--- src/hw/rtl/stlom_pkg.sv ---
// Shared types and constants for the switch, relay and light output mapper.
`default_nettype none

package stlom_pkg;

    localparam int GANGS = 4;

    localparam int CFG_IDX_W  = 3;
    localparam int CFG_DATA_W = 13;

    localparam logic [12:0] TEMP_MIN = 13'd2000;
    localparam logic [12:0] TEMP_MAX = 13'd6500;
    localparam logic [6:0]  PCT_MAX  = 7'd100;

    typedef enum logic [1:0] {
        CMD_TICK = 2'd0,
        CMD_EDGE = 2'd1,
        CMD_APP  = 2'd2
    } t_cmd;

    typedef enum logic [CFG_IDX_W-1:0] {
        CFG_GANGS_FITTED = 3'd0,
        CFG_DEBOUNCE     = 3'd1,
        CFG_LED_FITTED   = 3'd2,
        CFG_BRIGHTNESS   = 3'd3,
        CFG_COLOR_TEMP   = 3'd4,
        CFG_RED          = 3'd5,
        CFG_GREEN        = 3'd6,
        CFG_BLUE         = 3'd7
    } t_cfg_idx;

    typedef struct packed {
        logic [2:0] gangs_fitted;
        logic [7:0] debounce_ticks;
        logic       led_fitted;
        logic [6:0] bright_pct;
        logic       ct_on;
        logic [6:0] warm_share;
        logic [7:0] red_level;
        logic [7:0] green_level;
        logic [7:0] blue_level;
    } t_cfg;

    typedef struct packed {
        logic [3:0] relay_bits;
        logic       toggled;
    } t_ctrl;

    typedef struct packed {
        logic [9:0] dimmer_duty;
        logic [9:0] warm_duty;
        logic [9:0] cool_duty;
        logic [9:0] red_duty;
        logic [9:0] green_duty;
        logic [9:0] blue_duty;
    } t_duty;

endpackage

`default_nettype wire

--- src/hw/rtl/stlom_cfg.sv ---
// Configuration register file with clamped brightness and colour temperature blend.
`default_nettype none

module stlom_cfg (
    input  wire logic                               i_clk,
    input  wire logic                               i_rst_n,
    input  wire logic                               i_cfg_we,
    input  wire logic [stlom_pkg::CFG_IDX_W-1:0]    i_cfg_index,
    input  wire logic [stlom_pkg::CFG_DATA_W-1:0]   i_cfg_wdata,
    output stlom_pkg::t_cfg                         o_cfg
);
    import stlom_pkg::*;

    t_cfg        r_cfg;
    logic [12:0] n_temp;
    logic [12:0] n_span;
    logic [25:0] n_prod;
    logic [6:0]  n_warm_share;
    logic [6:0]  n_bright;

    // warm% = span / 45, by reciprocal 5826 / 2^18
    always_comb begin
        if (i_cfg_wdata < TEMP_MIN) begin
            n_temp = TEMP_MIN;
        end else if (i_cfg_wdata > TEMP_MAX) begin
            n_temp = TEMP_MAX;
        end else begin
            n_temp = i_cfg_wdata;
        end
        n_span       = TEMP_MAX - n_temp;
        n_prod       = 26'(n_span) * 26'd5826;
        n_warm_share = n_prod[24:18];
        n_bright     = (i_cfg_wdata[6:0] > PCT_MAX) ? PCT_MAX : i_cfg_wdata[6:0];
    end

    always_ff @(posedge i_clk) begin
        if (!i_rst_n) begin
            r_cfg.gangs_fitted   <= 3'd1;
            r_cfg.debounce_ticks <= 8'd50;
            r_cfg.led_fitted     <= 1'b1;
            r_cfg.bright_pct     <= 7'd0;
            r_cfg.ct_on          <= 1'b0;
            r_cfg.warm_share     <= PCT_MAX;
            r_cfg.red_level      <= 8'd0;
            r_cfg.green_level    <= 8'd0;
            r_cfg.blue_level     <= 8'd0;
        end else if (i_cfg_we) begin
            unique case (t_cfg_idx'(i_cfg_index))
                CFG_GANGS_FITTED: r_cfg.gangs_fitted   <= i_cfg_wdata[2:0];
                CFG_DEBOUNCE:     r_cfg.debounce_ticks <= i_cfg_wdata[7:0];
                CFG_LED_FITTED:   r_cfg.led_fitted     <= i_cfg_wdata[0];
                CFG_BRIGHTNESS:   r_cfg.bright_pct     <= n_bright;
                CFG_COLOR_TEMP: begin
                    r_cfg.ct_on      <= (i_cfg_wdata != 13'd0);
                    r_cfg.warm_share <= n_warm_share;
                end
                CFG_RED:          r_cfg.red_level      <= i_cfg_wdata[7:0];
                CFG_GREEN:        r_cfg.green_level    <= i_cfg_wdata[7:0];
                CFG_BLUE:         r_cfg.blue_level     <= i_cfg_wdata[7:0];
                default: ;
            endcase
        end
    end

    assign o_cfg = r_cfg;

endmodule

`default_nettype wire

--- src/hw/rtl/stlom_ctrl.sv ---
// Debounce lockout window and relay state.
`default_nettype none

module stlom_ctrl (
    input  wire logic           i_clk,
    input  wire logic           i_rst_n,
    input  wire logic           i_adv,
    input  wire logic [1:0]     i_cmd,
    input  wire logic [1:0]     i_gang,
    input  wire logic           i_value,
    input  wire stlom_pkg::t_cfg i_cfg,
    output stlom_pkg::t_ctrl    o_ctrl
);
    import stlom_pkg::*;

    logic [3:0] r_relay;
    logic       r_win_active;
    logic [7:0] r_win_left;
    logic [1:0] r_pending;

    logic [3:0] n_relay;
    logic       n_win_active;
    logic [7:0] n_win_left;
    logic [1:0] n_pending;
    logic       n_toggled;
    logic       gang_fitted;

    assign gang_fitted = ({1'b0, r_pending} < i_cfg.gangs_fitted) && (int'(r_pending) < GANGS);

    always_comb begin
        n_relay      = r_relay;
        n_win_active = r_win_active;
        n_win_left   = r_win_left;
        n_pending    = r_pending;
        n_toggled    = 1'b0;
        unique case (t_cmd'(i_cmd))
            CMD_TICK: begin
                if (r_win_active) begin
                    if (r_win_left <= 8'd1) begin
                        n_win_active = 1'b0;
                        n_win_left   = 8'd0;
                        if (gang_fitted) begin
                            n_relay   = r_relay ^ (4'd1 << r_pending);
                            n_toggled = 1'b1;
                        end
                    end else begin
                        n_win_left = r_win_left - 8'd1;
                    end
                end
            end
            CMD_EDGE: begin
                if (!r_win_active) begin
                    n_win_active = 1'b1;
                    n_win_left   = i_cfg.debounce_ticks;
                    n_pending    = i_gang;
                end
            end
            CMD_APP: begin
                n_relay = {r_relay[3:1], i_value};
            end
            default: ;
        endcase
    end

    always_ff @(posedge i_clk) begin
        if (!i_rst_n) begin
            r_relay      <= 4'd0;
            r_win_active <= 1'b0;
            r_win_left   <= 8'd0;
            r_pending    <= 2'd0;
        end else if (i_adv) begin
            r_relay      <= n_relay;
            r_win_active <= n_win_active;
            r_win_left   <= n_win_left;
            r_pending    <= n_pending;
        end
    end

    assign o_ctrl.relay_bits = n_relay;
    assign o_ctrl.toggled    = n_toggled;

endmodule

`default_nettype wire

--- src/hw/rtl/stlom_map.sv ---
// PWM duty mapping for dimmer, white blend and RGB channels.
`default_nettype none

module stlom_map (
    input  wire logic            i_relay0,
    input  wire stlom_pkg::t_cfg i_cfg,
    output stlom_pkg::t_duty     o_duty
);
    import stlom_pkg::*;

    // pct*1023/100 = 10*pct + (23*pct)/100, the latter by reciprocal 2622 / 2^18
    function automatic logic [9:0] pct_to_duty(input logic [6:0] pct);
        logic [11:0] y;
        logic [23:0] prod;
        logic [9:0]  base;
        y    = 12'(pct) * 12'd23;
        prod = 24'(y) * 24'd2622;
        base = 10'({3'd0, pct} << 3) + 10'({3'd0, pct} << 1);
        return base + 10'(prod[22:18]);
    endfunction

    // v*1023/255 = 4*v + v/85
    function automatic logic [9:0] byte_to_duty(input logic [7:0] v);
        logic [1:0] q;
        if (v >= 8'd255) begin
            q = 2'd3;
        end else if (v >= 8'd170) begin
            q = 2'd2;
        end else if (v >= 8'd85) begin
            q = 2'd1;
        end else begin
            q = 2'd0;
        end
        return {v, 2'b00} + 10'(q);
    endfunction

    logic white_on;
    assign white_on = i_relay0 && i_cfg.ct_on;

    assign o_duty.dimmer_duty = i_relay0 ? pct_to_duty(i_cfg.bright_pct) : 10'd0;
    assign o_duty.warm_duty   = white_on ? pct_to_duty(i_cfg.warm_share) : 10'd0;
    assign o_duty.cool_duty   = white_on ? pct_to_duty(PCT_MAX - i_cfg.warm_share) : 10'd0;
    assign o_duty.red_duty    = i_relay0 ? byte_to_duty(i_cfg.red_level) : 10'd0;
    assign o_duty.green_duty  = i_relay0 ? byte_to_duty(i_cfg.green_level) : 10'd0;
    assign o_duty.blue_duty   = i_relay0 ? byte_to_duty(i_cfg.blue_level) : 10'd0;

endmodule

`default_nettype wire

--- src/hw/rtl/switch_toggle_light_output_mapper_top.sv ---
// Top level: input register, debounce control, duty mapping and result register.
//
//  channel   direction  payload
//  s_axis    in         tuser: command; tdata: gang, relay_value
//  m_axis    out        tdata: relay bits, LED, six duties, toggled
//  cfg       in         write enable, register index, write data
//
// One word per cycle sustained while m_axis is ready; a word is held in the input
// register and its result then sits in the result register.
// Relay state and the lockout window update as the word leaves the input register.
// A stall on m_axis holds the result; one more word waits in the input register.
// Synchronous active-low reset clears valids, relays and the window.
`default_nettype none

module switch_toggle_light_output_mapper_top (
    input  wire logic                               i_clk,
    input  wire logic                               i_rst_n,
    input  wire logic                               s_axis_tvalid,
    output logic                                    s_axis_tready,
    input  wire logic [7:0]                         s_axis_tdata,  // gang[1:0], relay_value[2]
    input  wire logic [1:0]                         s_axis_tuser,  // command[1:0]
    output logic                                    m_axis_tvalid,
    input  wire logic                               m_axis_tready,
    // relay_bits[3:0], status_led[4], dimmer[14:5], warm[24:15], cool[34:25],
    // red[44:35], green[54:45], blue[64:55], toggled[65]
    output logic [71:0]                             m_axis_tdata,
    input  wire logic                               i_cfg_we,
    input  wire logic [stlom_pkg::CFG_IDX_W-1:0]    i_cfg_index,
    input  wire logic [stlom_pkg::CFG_DATA_W-1:0]   i_cfg_wdata
);
    import stlom_pkg::*;

    logic        r_in_valid;
    logic [1:0]  r_in_cmd;
    logic [1:0]  r_in_gang;
    logic        r_in_value;
    logic        r_out_valid;
    logic [71:0] r_out_data;

    logic        in_adv;
    t_cfg        cfg;
    t_ctrl       ctrl;
    t_duty       duty;

    assign in_adv        = r_in_valid && (!r_out_valid || m_axis_tready);
    assign s_axis_tready = !r_in_valid || in_adv;

    stlom_cfg u_cfg (
        .i_clk       (i_clk),
        .i_rst_n     (i_rst_n),
        .i_cfg_we    (i_cfg_we),
        .i_cfg_index (i_cfg_index),
        .i_cfg_wdata (i_cfg_wdata),
        .o_cfg       (cfg)
    );

    stlom_ctrl u_ctrl (
        .i_clk   (i_clk),
        .i_rst_n (i_rst_n),
        .i_adv   (in_adv),
        .i_cmd   (r_in_cmd),
        .i_gang  (r_in_gang),
        .i_value (r_in_value),
        .i_cfg   (cfg),
        .o_ctrl  (ctrl)
    );

    stlom_map u_map (
        .i_relay0 (ctrl.relay_bits[0]),
        .i_cfg    (cfg),
        .o_duty   (duty)
    );

    always_ff @(posedge i_clk) begin
        if (!i_rst_n) begin
            r_in_valid  <= 1'b0;
            r_out_valid <= 1'b0;
        end else begin
            if (s_axis_tready) begin
                r_in_valid <= s_axis_tvalid;
            end
            if (in_adv) begin
                r_out_valid <= 1'b1;
            end else if (m_axis_tready) begin
                r_out_valid <= 1'b0;
            end
        end
    end

    always_ff @(posedge i_clk) begin
        if (s_axis_tvalid && s_axis_tready) begin
            r_in_cmd   <= s_axis_tuser;
            r_in_gang  <= s_axis_tdata[1:0];
            r_in_value <= s_axis_tdata[2];
        end
        if (in_adv) begin
            r_out_data <= {6'd0, ctrl.toggled,
                           duty.blue_duty, duty.green_duty, duty.red_duty,
                           duty.cool_duty, duty.warm_duty, duty.dimmer_duty,
                           cfg.led_fitted & ctrl.relay_bits[0], ctrl.relay_bits};
        end
    end

    assign m_axis_tvalid = r_out_valid;
    assign m_axis_tdata  = r_out_data;

endmodule

`default_nettype wire
--- config.mk ---
export PLATFORM = sky130hd
export DESIGN_NAME = switch_toggle_light_output_mapper_top
export DESIGN_NICKNAME = d
export VERILOG_FILES = /design/src/hw/rtl/stlom_pkg.sv /design/src/hw/rtl/stlom_cfg.sv /design/src/hw/rtl/stlom_ctrl.sv /design/src/hw/rtl/stlom_map.sv /design/src/hw/rtl/switch_toggle_light_output_mapper_top.sv
export SDC_FILE = /design/constraint.sdc
export NUM_CORES = 1
export LEC_CHECK = 0
export BUFFER_PORTS_ARGS = -buffer_cell sky130_fd_sc_hd__buf_2
export CORE_AREA = 4 4 199 201
export DETAILED_ROUTE_END_ITERATION = 7
export DIE_AREA = 0 0 203 205
export GPL_ROUTABILITY_DRIVEN = 0
export PLACE_DENSITY_LB_ADDON = 0.08
export SYNTH_ARGS = -nofsm -noshare
export SYNTH_HDL_FRONTEND = slang
export SYNTH_SLANG_ARGS = --single-unit
--- constraint.sdc ---
create_clock -name i_clk -period 28.6 [get_ports i_clk]
set_input_delay 2.86 -clock i_clk [delete_from_list [all_inputs] [get_ports i_clk]]
set_output_delay 2.86 -clock i_clk [all_outputs]
set_load 0.05 [all_outputs]
; Word level (Yosys, flattened, before mapping)
; Cells that the tools add are included.
[classes]
n_eq_ne = 11
add_sub_neg = 12
magnitude_cmp = 14
muxes = 26
shift = 1
multipliers = 7
n_reduce_logical = 24
bitwise_logic = 3
[op_table]
columns = operator, count
row1 = 12-bit by 11-bit multiplier with 22-bit output (second input constant), 3
row2 = 8-bit greater-or-equal comparator (second input constant), 6
row3 = 7-bit by 5-bit multiplier with 12-bit output (second input constant), 3
row4 = 10-bit by 2-bit adder with 10-bit output, 3
row5 = 10-bit by 5-bit adder with 10-bit output, 3
row6 = 10-bit by 8-bit adder with 10-bit output, 3
row7 = 13-bit 2-to-1 mux, 2
row8 = 8-bit by 7-bit greater-or-equal comparator with 1-bit output (second input constant), 3
row9 = 13-bit by 12-bit multiplier with 24-bit output (second input constant), 1
row10 = 8-bit 2-to-1 mux, 3
row11 = 2-bit AND reduction, 9
row12 = 8-bit case mux with 2 select lines, 1
row13 = 13-bit > comparator (second input constant), 1
row14 = 13-bit by 11-bit < comparator with 1-bit output (second input constant), 1
row15 = 13-bit nonzero test, 1
row16 = 13-bit subtractor (first input constant), 1
row17 = 3-bit equality test (second input constant), 4
row18 = 2-bit 2-to-1 mux, 6
row19 = 4-bit 2-to-1 mux, 3
row20 = 8-bit by 1-bit <= comparator with 1-bit output (second input constant), 1
row21 = 1-bit 2-to-1 mux, 8
row22 = 4-bit case mux with 2 select lines, 1
row23 = 8-bit by 1-bit subtractor with 8-bit output (second input constant), 1
row24 = 7-bit > comparator (second input constant), 1
row25 = 22 further kinds, 29
[word_totals]
out_inout_bits = 74
register_bits = 139
input_bits = 31
wordCells = 120

; Logic depth before layout (Yosys ltp)
; Gate-level depths: netlist of the first run.
[logic_depth]
ltp_word = 7
mapped_depth = 46
depth_no_buf = 46

; By module
; From an unflattened synthesis of the first run, not the netlist that was laid out.
[hier_totals]
cells_unflattened = 2033
area_unflattened_um2 = 19324.8
[by_module_without_submodules]
columns = mod, area_per_inst_um2, seq_area_each_um2, instances, cells_per_inst
row1 = stlom_map, 11207.0, 0.0, 1, 1245
row2 = stlom_cfg, 4690.7, 1021.0, 1, 553
row3 = switch_toggle_light_output_mapper_top, 2290.9, 2172.1, 1, 88
row4 = stlom_ctrl, 1136.1, 300.3, 1, 147

; Worst setup path before layout of the first run
; Ideal clock, no wire load.
[synth_path]
path_kind = reg2reg
start = register u_cfg.r_cfg, in the netlist u_cfg.o_cfg[24]
end = register r_out_data[34], in the netlist m_axis_tdata[34] (data pin)
arrival_ns = 10.568
path_stages_with_launch = 44
path_slack_ns = 17.776
synth_period_minus_slack_ns = 10.824
required_ns = 28.343
path_cell_list = dfxtp_1 inv_1 ha_1 o21a_1 xnor2_1 inv_1 ha_1 inv_1 fa_1 fa_1 inv_1 ha_1 a21boi_0 o21ai_0 nand2b_1 a21o_1 a21o_1 xor2_1 [8 not listed] a21o_1 a21o_1 or3_1 o211ai_1 a21boi_0 o31ai_1 xor2_1 fa_1 inv_1 ha_1 a21o_1 a21oi_1 nor2b_1 o21ai_0 nand2b_1 a31oi_1 xnor2_1 nor2_1
[synth_via]
elab_chain_len = 4
elab_cells_between_ends = 5
cone_classes = add/sub (3) / mul (2)
[synth_lines]
columns = element, line
row1 = from (decl), stlom_cfg.sv:14  ; t_cfg r_cfg;
row2 = 7-bit subtractor (*), stlom_map.sv:42  ; assign o_duty.cool_duty = white_on ? pct_to_duty(PCT_MAX - i_cfg.warm_share) : 10'd0;
row3 = 7-bit by 5-bit multiplier with 12-bit output, stlom_map.sv:16  ; y = 12'(pct) * 12'd23;
row4 = 12-bit by 11-bit multiplier with 22-bit output, stlom_map.sv:17  ; prod = 24'(y) * 24'd2622;
row5 = 10-bit by 5-bit adder with 10-bit output (*), stlom_map.sv:19  ; return base + 10'(prod[22:18]);
row6 = to (signal assigned), switch_toggle_light_output_mapper_top.sv:97  ; r_out_data <= {6'd0, ctrl.toggled,
row7 = to (decl), switch_toggle_light_output_mapper_top.sv:38  ; logic [71:0] r_out_data;
; Every way passes the cells marked *; elsewhere a longest branch is shown, timed or not.
; A chain may end at the register's enable or synchronous reset.

; Worst setup path after layout of the first run
[layout_path]
start = register u_cfg.r_cfg, in the netlist u_cfg.o_cfg[25]
end = register r_out_data[34], in the netlist m_axis_tdata[34] (data pin)
; The elaborated chain is that of the path after synthesis.

==> results.sh, run 1 <==
export IMPL_outcome="complete, no violations"
export IMPL_postCtsHoldBufs=0
export IMPL_syn_cell_area_sq_mm=0.01875
export IMPL_post_cts_resize_count=0
export IMPL_grt_overflow=0
export IMPL_synthTopCellsByArea="ha_1 (28%), fa_1 (20%), edfxtp_1 (11%)"
export IMPL_multi_input_area_sq_mm=0.01360
export IMPL_yosys_warnings=0
export IMPL_final_common_cell="ha_1"
export IMPL_hold_class="flip-flop to flip-flop"
export IMPL_syn_mean_instance_area_sq_um=9.666
export IMPL_post_synth_top_area_cell="ha_1"
export IMPL_cts_setup_buffers=0
export IMPL_grt_pass1_wl_mm=65.49
export IMPL_die_area_sq_mm=0.04162
export IMPL_crit_path_frequent_cell="fa_1"
export IMPL_fillers=3456
export IMPL_tightestPinTransition_ns=1.038
export IMPL_met2_length_mm=18.49
export IMPL_synthArstFlopShare_pct=0
export IMPL_num_rows=71
export IMPL_hpwlAfterDp_mm=31.56
export IMPL_cts_sinks=139
export IMPL_die_height_um=205
export IMPL_rsz0062_at_grt="no"
export IMPL_io_buffers=93
export IMPL_drive_gt1_share_pct=7.643
export IMPL_final_period_utilization_pct=41.45
export IMPL_wl_per_cell_um=14.87
export IMPL_highest_signal_layer="met4"
export IMPL_cts_root_buf="clkbuf_16"
export IMPL_hold_viol_final=0
export IMPL_yosys_area_share_xor_xnor_pct=4.624
export IMPL_numCtsBuffers=17
export IMPL_clk_latency_ns=0.43
export IMPL_synth_distinct_cells=79
export IMPL_crit_arrival_ns=12.00
export IMPL_tns_ns=0
export IMPL_grt_max_degree=56
export IMPL_via_count=13100
export IMPL_via_per_inst=5.134
export IMPL_start_util_pct=49.91
export IMPL_coreArea_sq_mm=0.03758
export IMPL_utilization_pct=54.08
export IMPL_drv_slew=0
export IMPL_cpPeakStageDelay_ns=0.59
export IMPL_worst_setup_path_end_kind="flip-flop"
export IMPL_synth_top_family_by_area="adder cells"
export IMPL_drt_iter0_markers=434
export IMPL_layout_common_cells="ha_1 (415), inv_1 (397), fa_1 (184), nand2_1 (109), buf_2 (93)"
export IMPL_synth_ff_type="edfxtp_1"
export IMPL_critPathLaunchType="flip-flop"
export IMPL_criticalPathCategory="flip-flop to flip-flop"
export IMPL_post_dp_cell_area_sq_mm=0.01977
export IMPL_dr_pass1_iters=5
export IMPL_required_ns=28.74
export IMPL_path_clk_slew_ns=0.06
export IMPL_synth_simple_area_share_pct=9.935
export IMPL_synth_seq_area_share_pct=18.63
export IMPL_finalNetCount=2658
export IMPL_antennaDiodeCount=0
export IMPL_wl_met3_um=870
export IMPL_seq_area_sq_mm=0.003493
export IMPL_whs_ns=0.4603
export IMPL_htree_levels=4
export IMPL_cp_max_fo=8
export IMPL_final_area_sq_mm=0.02032
export IMPL_track_usage_pct=18.89
export IMPL_fin_crit_ns=11.86
export IMPL_maxCapViolCount=0
export IMPL_cp_slowest_cell="xor2_1"
export IMPL_pin_count=105
export IMPL_fmax_mhz=84.35
export IMPL_grt_pass1_vias=13610
export IMPL_syn_inst=1940
export IMPL_areaGrowthSynthToFinish_pct=8.373
export IMPL_critPathLaunch="u_cfg.o_cfg[25]"
export IMPL_routed_wl_mm=37.95
export IMPL_min_from="u_cfg.o_cfg[40]"
export IMPL_synth_edff_count=71
export IMPL_setup_violations=0
export IMPL_clock_skew_ns=0.01500
export IMPL_die_x_um=203
export IMPL_muxShareOfSynthArea_pct=0.1601
export IMPL_synthDominantCellAreaShare_pct=27.69
export IMPL_drc=0
export IMPL_ant_nets=0
export IMPL_r2r_start="u_cfg.o_cfg[25]"
export IMPL_synth_fa_ha_area_share_pct=47.33
export IMPL_relSlewSlack_pct=30.28
export IMPL_synth_compound_area_share_pct=10.37
export IMPL_cts_tree="yes"
export IMPL_ys_ff_latch=139
export IMPL_ctsLongestPathBuffers=2
export IMPL_wl_met1_mm=18.05
export IMPL_antenna_found_initial=0
==> cells in the mapped netlist, types with 23 or more instances <==
| library cell | number |
|---|---|
| and2_1 | 32 |
| edfxtp_1 | 71 |
| a21o_1 | 46 |
| nand2_1 | 109 |
| ha_1 | 415 |
| nor2b_1 | 23 |
| o21ai_0 | 49 |
| nor3_1 | 26 |
| nor2_1 | 83 |
| a21oi_1 | 85 |
| dfxtp_1 | 68 |
| inv_1 | 398 |
| xnor2_1 | 66 |
| clkbuf_1 | 25 |
| nand2b_1 | 24 |
| xor2_1 | 33 |
| fa_1 | 184 |
==> path summary, 6_finish.rpt <==
| check | slack [ns] | depth (start not counted) | to |
|---|---|---|---|
| setup / recovery | 16.75 | 43 | m_axis_tdata[34] |
| hold / removal | 0.46 | 2 | u_cfg.o_cfg[40] |
| setup reg to reg | 16.75 | 43 | m_axis_tdata[34] |
| hold reg to reg | 0.46 | 2 | u_cfg.o_cfg[40] |
==> worst max-delay path, delay by kind of cell (launching register included) <==
| family | cells | cell delay (ns) |
|---|---|---|
| XOR/XNOR | 4 | 1.47 |
| adder cells (fa/ha/maj) | 13 | 5.35 |
| AND/OR/NAND/NOR | 5 | 0.75 |
| buffers and inverters | 6 | 0.56 |
| AO/OA/AOI/OAI | 15 | 2.88 |
| flip-flops | 1 | 0.56 |
==> cell type report <==
class	count	area share [%]
sequential	139	17.19
clock buffer	17	2.093
tap	511	3.146
inverter	399	7.369
multi-input combinational	1369	66.93
clock inverter	15	0.6464
timing repair buffer	102	2.623
==> through the flow <==
step / cells / worst slack (ns)
6_report: 2552 / 16.75
4_1_cts: 2552 / 16.61
5_1_grt: 2552 / 15.76
2_1_floorplan: 1945 / 17.78
3_3_place_gp: 2520 / 16.76
3_5_place_dp: 2520 / 16.66
==> flip-flops by register name (all words and copies together), names as in the netlist, 2 cells and up <==
name               count
m_axis_tdata          66
r_in_cmd               2
r_in_gang              2
u_cfg.o_cfg           51
u_ctrl.r_pending       2
u_ctrl.r_relay         4
u_ctrl.r_win_left      8
==> kinds of logic after synthesis <==
| family | count (synthesis) |
|---|---|
| adders and majority gates | 599 |
| buffers and inverters | 437 |
| and+or+nand+nor | 370 |
| AOI/OAI and AO/OA | 292 |
| DFF | 139 |
| xor gates and xnor gates | 99 |
| muxes | 3 |
| other | 1 |
==> routing by layer <==
metal | up-vias | GRT usage [%]
met2 | 161 | 33.49
li1 | 6602 | -
met5 | - | 0
met4 | 0 | 3.952
met3 | 33 | 1.298
met1 | 6306 | 25.62
Power of run 1 is not shown: default switching activity piles up to over one toggle a cycle in this logic, so the estimate is an artifact.
==> run 2: changes to the inputs <==
clock period = 11.9 ns   (was 28.6 ns; I/O delays follow)
==> run 2 against run 1 <==
  * Flip-flop and latch count unchanged
  * First-iteration DRC count increased by 10%
  * Maximum frequency increased by 6.9%
  * Hold slack improved by 0.0057 ns
  * Critical path type unchanged
  * Largest cell class unchanged
==> results.sh, run 2 (same netlist as run 1, synthesis figures left out) <==
export IMPL_outcome="complete, no violations"
export IMPL_final_period_utilization_pct=93.20
export IMPL_clk_latency_ns=0.42
export IMPL_r2r_start="u_cfg.o_cfg[24]"
export IMPL_drv_slew=0
export IMPL_finalNetCount=2671
export IMPL_hold_viol_final=0
export IMPL_rsz0062_at_grt="no"
export IMPL_drive_gt1_share_pct=8.374
export IMPL_crit_arrival_ns=11.24
export IMPL_cts_sinks=139
export IMPL_tns_ns=0
export IMPL_clock_skew_ns=0.01301
export IMPL_setup_violations=0
export IMPL_antenna_found_initial=0
export IMPL_required_ns=12.05
export IMPL_largest_reg_flops=66
export IMPL_cts_root_buf="clkbuf_16"
export IMPL_layout_common_cells="ha_1 (415), inv_1 (397), fa_1 (184), nand2_1 (109), buf_2 (93)"
export IMPL_fin_crit_ns=11.09
export IMPL_worst_slack_ns=0.8095
export IMPL_coreArea_sq_mm=0.03758
export IMPL_min_from="u_cfg.o_cfg[40]"
export IMPL_grt_pass1_wl_mm=65.97
export IMPL_final_common_cell="ha_1"
export IMPL_maxCapViolCount=0
export IMPL_relSlewSlack_pct=42.41
export IMPL_num_rows=71
export IMPL_critPathLaunchType="flip-flop"
export IMPL_io_buffers=93
export IMPL_path_clk_slew_ns=0.07
export IMPL_postCtsHoldBufs=0
export IMPL_areaGrowthSynthToFinish_pct=9.448
export IMPL_start_util_pct=49.91
export IMPL_grt_pass1_vias=13680
export IMPL_antennaDiodeCount=0
export IMPL_ctsLongestPathBuffers=2
export IMPL_drt_iter0_markers=478
export IMPL_fmax_mhz=90.17
export IMPL_cp_slowest_cell="fa_1"
export IMPL_hold_class="flip-flop to flip-flop"
export IMPL_crit_path_frequent_cell="ha_1"
export IMPL_wl_per_cell_um=15.03
export IMPL_grt_max_degree=56
export IMPL_pin_count=105
export IMPL_grt_overflow=0
export IMPL_htree_levels=4
export IMPL_die_height_um=205
export IMPL_hpwlAfterDp_mm=32.05
export IMPL_drc=0
export IMPL_routed_wl_mm=38.55
export IMPL_tightestPinTransition_ns=0.8576
export IMPL_dr_pass1_iters=6
export IMPL_place_ws_ns=0.6885
export IMPL_via_per_inst=5.091
export IMPL_worst_setup_path_end_kind="flip-flop"
export IMPL_via_count=13060
export IMPL_die_x_um=203
export IMPL_critPathTopFamily="adder cells"
export IMPL_cts_tree="yes"
export IMPL_cp_max_fo=6
export IMPL_path_buf_inv=7
export IMPL_die_area_sq_mm=0.04162
export IMPL_ant_nets=0
export IMPL_cpPeakStageDelay_ns=0.57
export IMPL_numCtsBuffers=17
export IMPL_critPathLaunch="u_cfg.o_cfg[24]"
export IMPL_criticalPathCategory="flip-flop to flip-flop"
export IMPL_track_usage_pct=19.16
-- run 2: worst paths after layout --
path                      end  slack (ns)  depth (start not counted)
max          m_axis_tdata[34]        0.81                         44
min           u_cfg.o_cfg[40]        0.47                          2
max reg2reg  m_axis_tdata[34]        0.81                         44
min reg2reg   u_cfg.o_cfg[40]        0.47                          2
-- run 2: stage by stage --
| step | utilization, % | hold WS (ns) | instance area (sq um) | instances |
|---|---|---|---|---|
| final | 54.62 | 0.4660 | 20520 | 2565 |
| after global routing | 54.62 | 0.4923 | 20520 | 2565 |
| after CTS | 54.60 | 0.4694 | 20520 | 2565 |
| after detailed placement | 52.86 | 0.4601 | 19860 | 2533 |
| after global placement | 52.86 | 0.4530 | 19860 | 2533 |
| after floorplan | - | 0.4357 | 18770 | 1945 |
-- run 2: area by class of cell --
class,instances,area (sq um)
flip-flops and latches,139,3495
multi-input cells,1369,13610
clock inverters,15,226.5
repair buffers,115,630.6
well taps,511,639.4
clock buffers,17,425.4
inverters,399,1498
fillers,3403,17050
-- run 2: per-layer routing --
metal,track usage (%),up-vias,routed length [um]
met5,0,-,0
met4,3.734,0,567
met3,1.646,36,800
met2,34.26,133,18960
met1,25.67,6257,18220
li1,-,6633,-
-- run 2: tightest hold or removal path, stage by stage (launching register included) --
cell and delay (ns):
dfxtp_1 0.32, nand2_1 0.05, a21oi_1 0.05
-- run 2: what timing repair did --
action,CTS,global route
resized for setup,0,2
setup buffers,0,0
endpoints found under the setup margin,0,2
Power of run 2 is left out for the same reason.
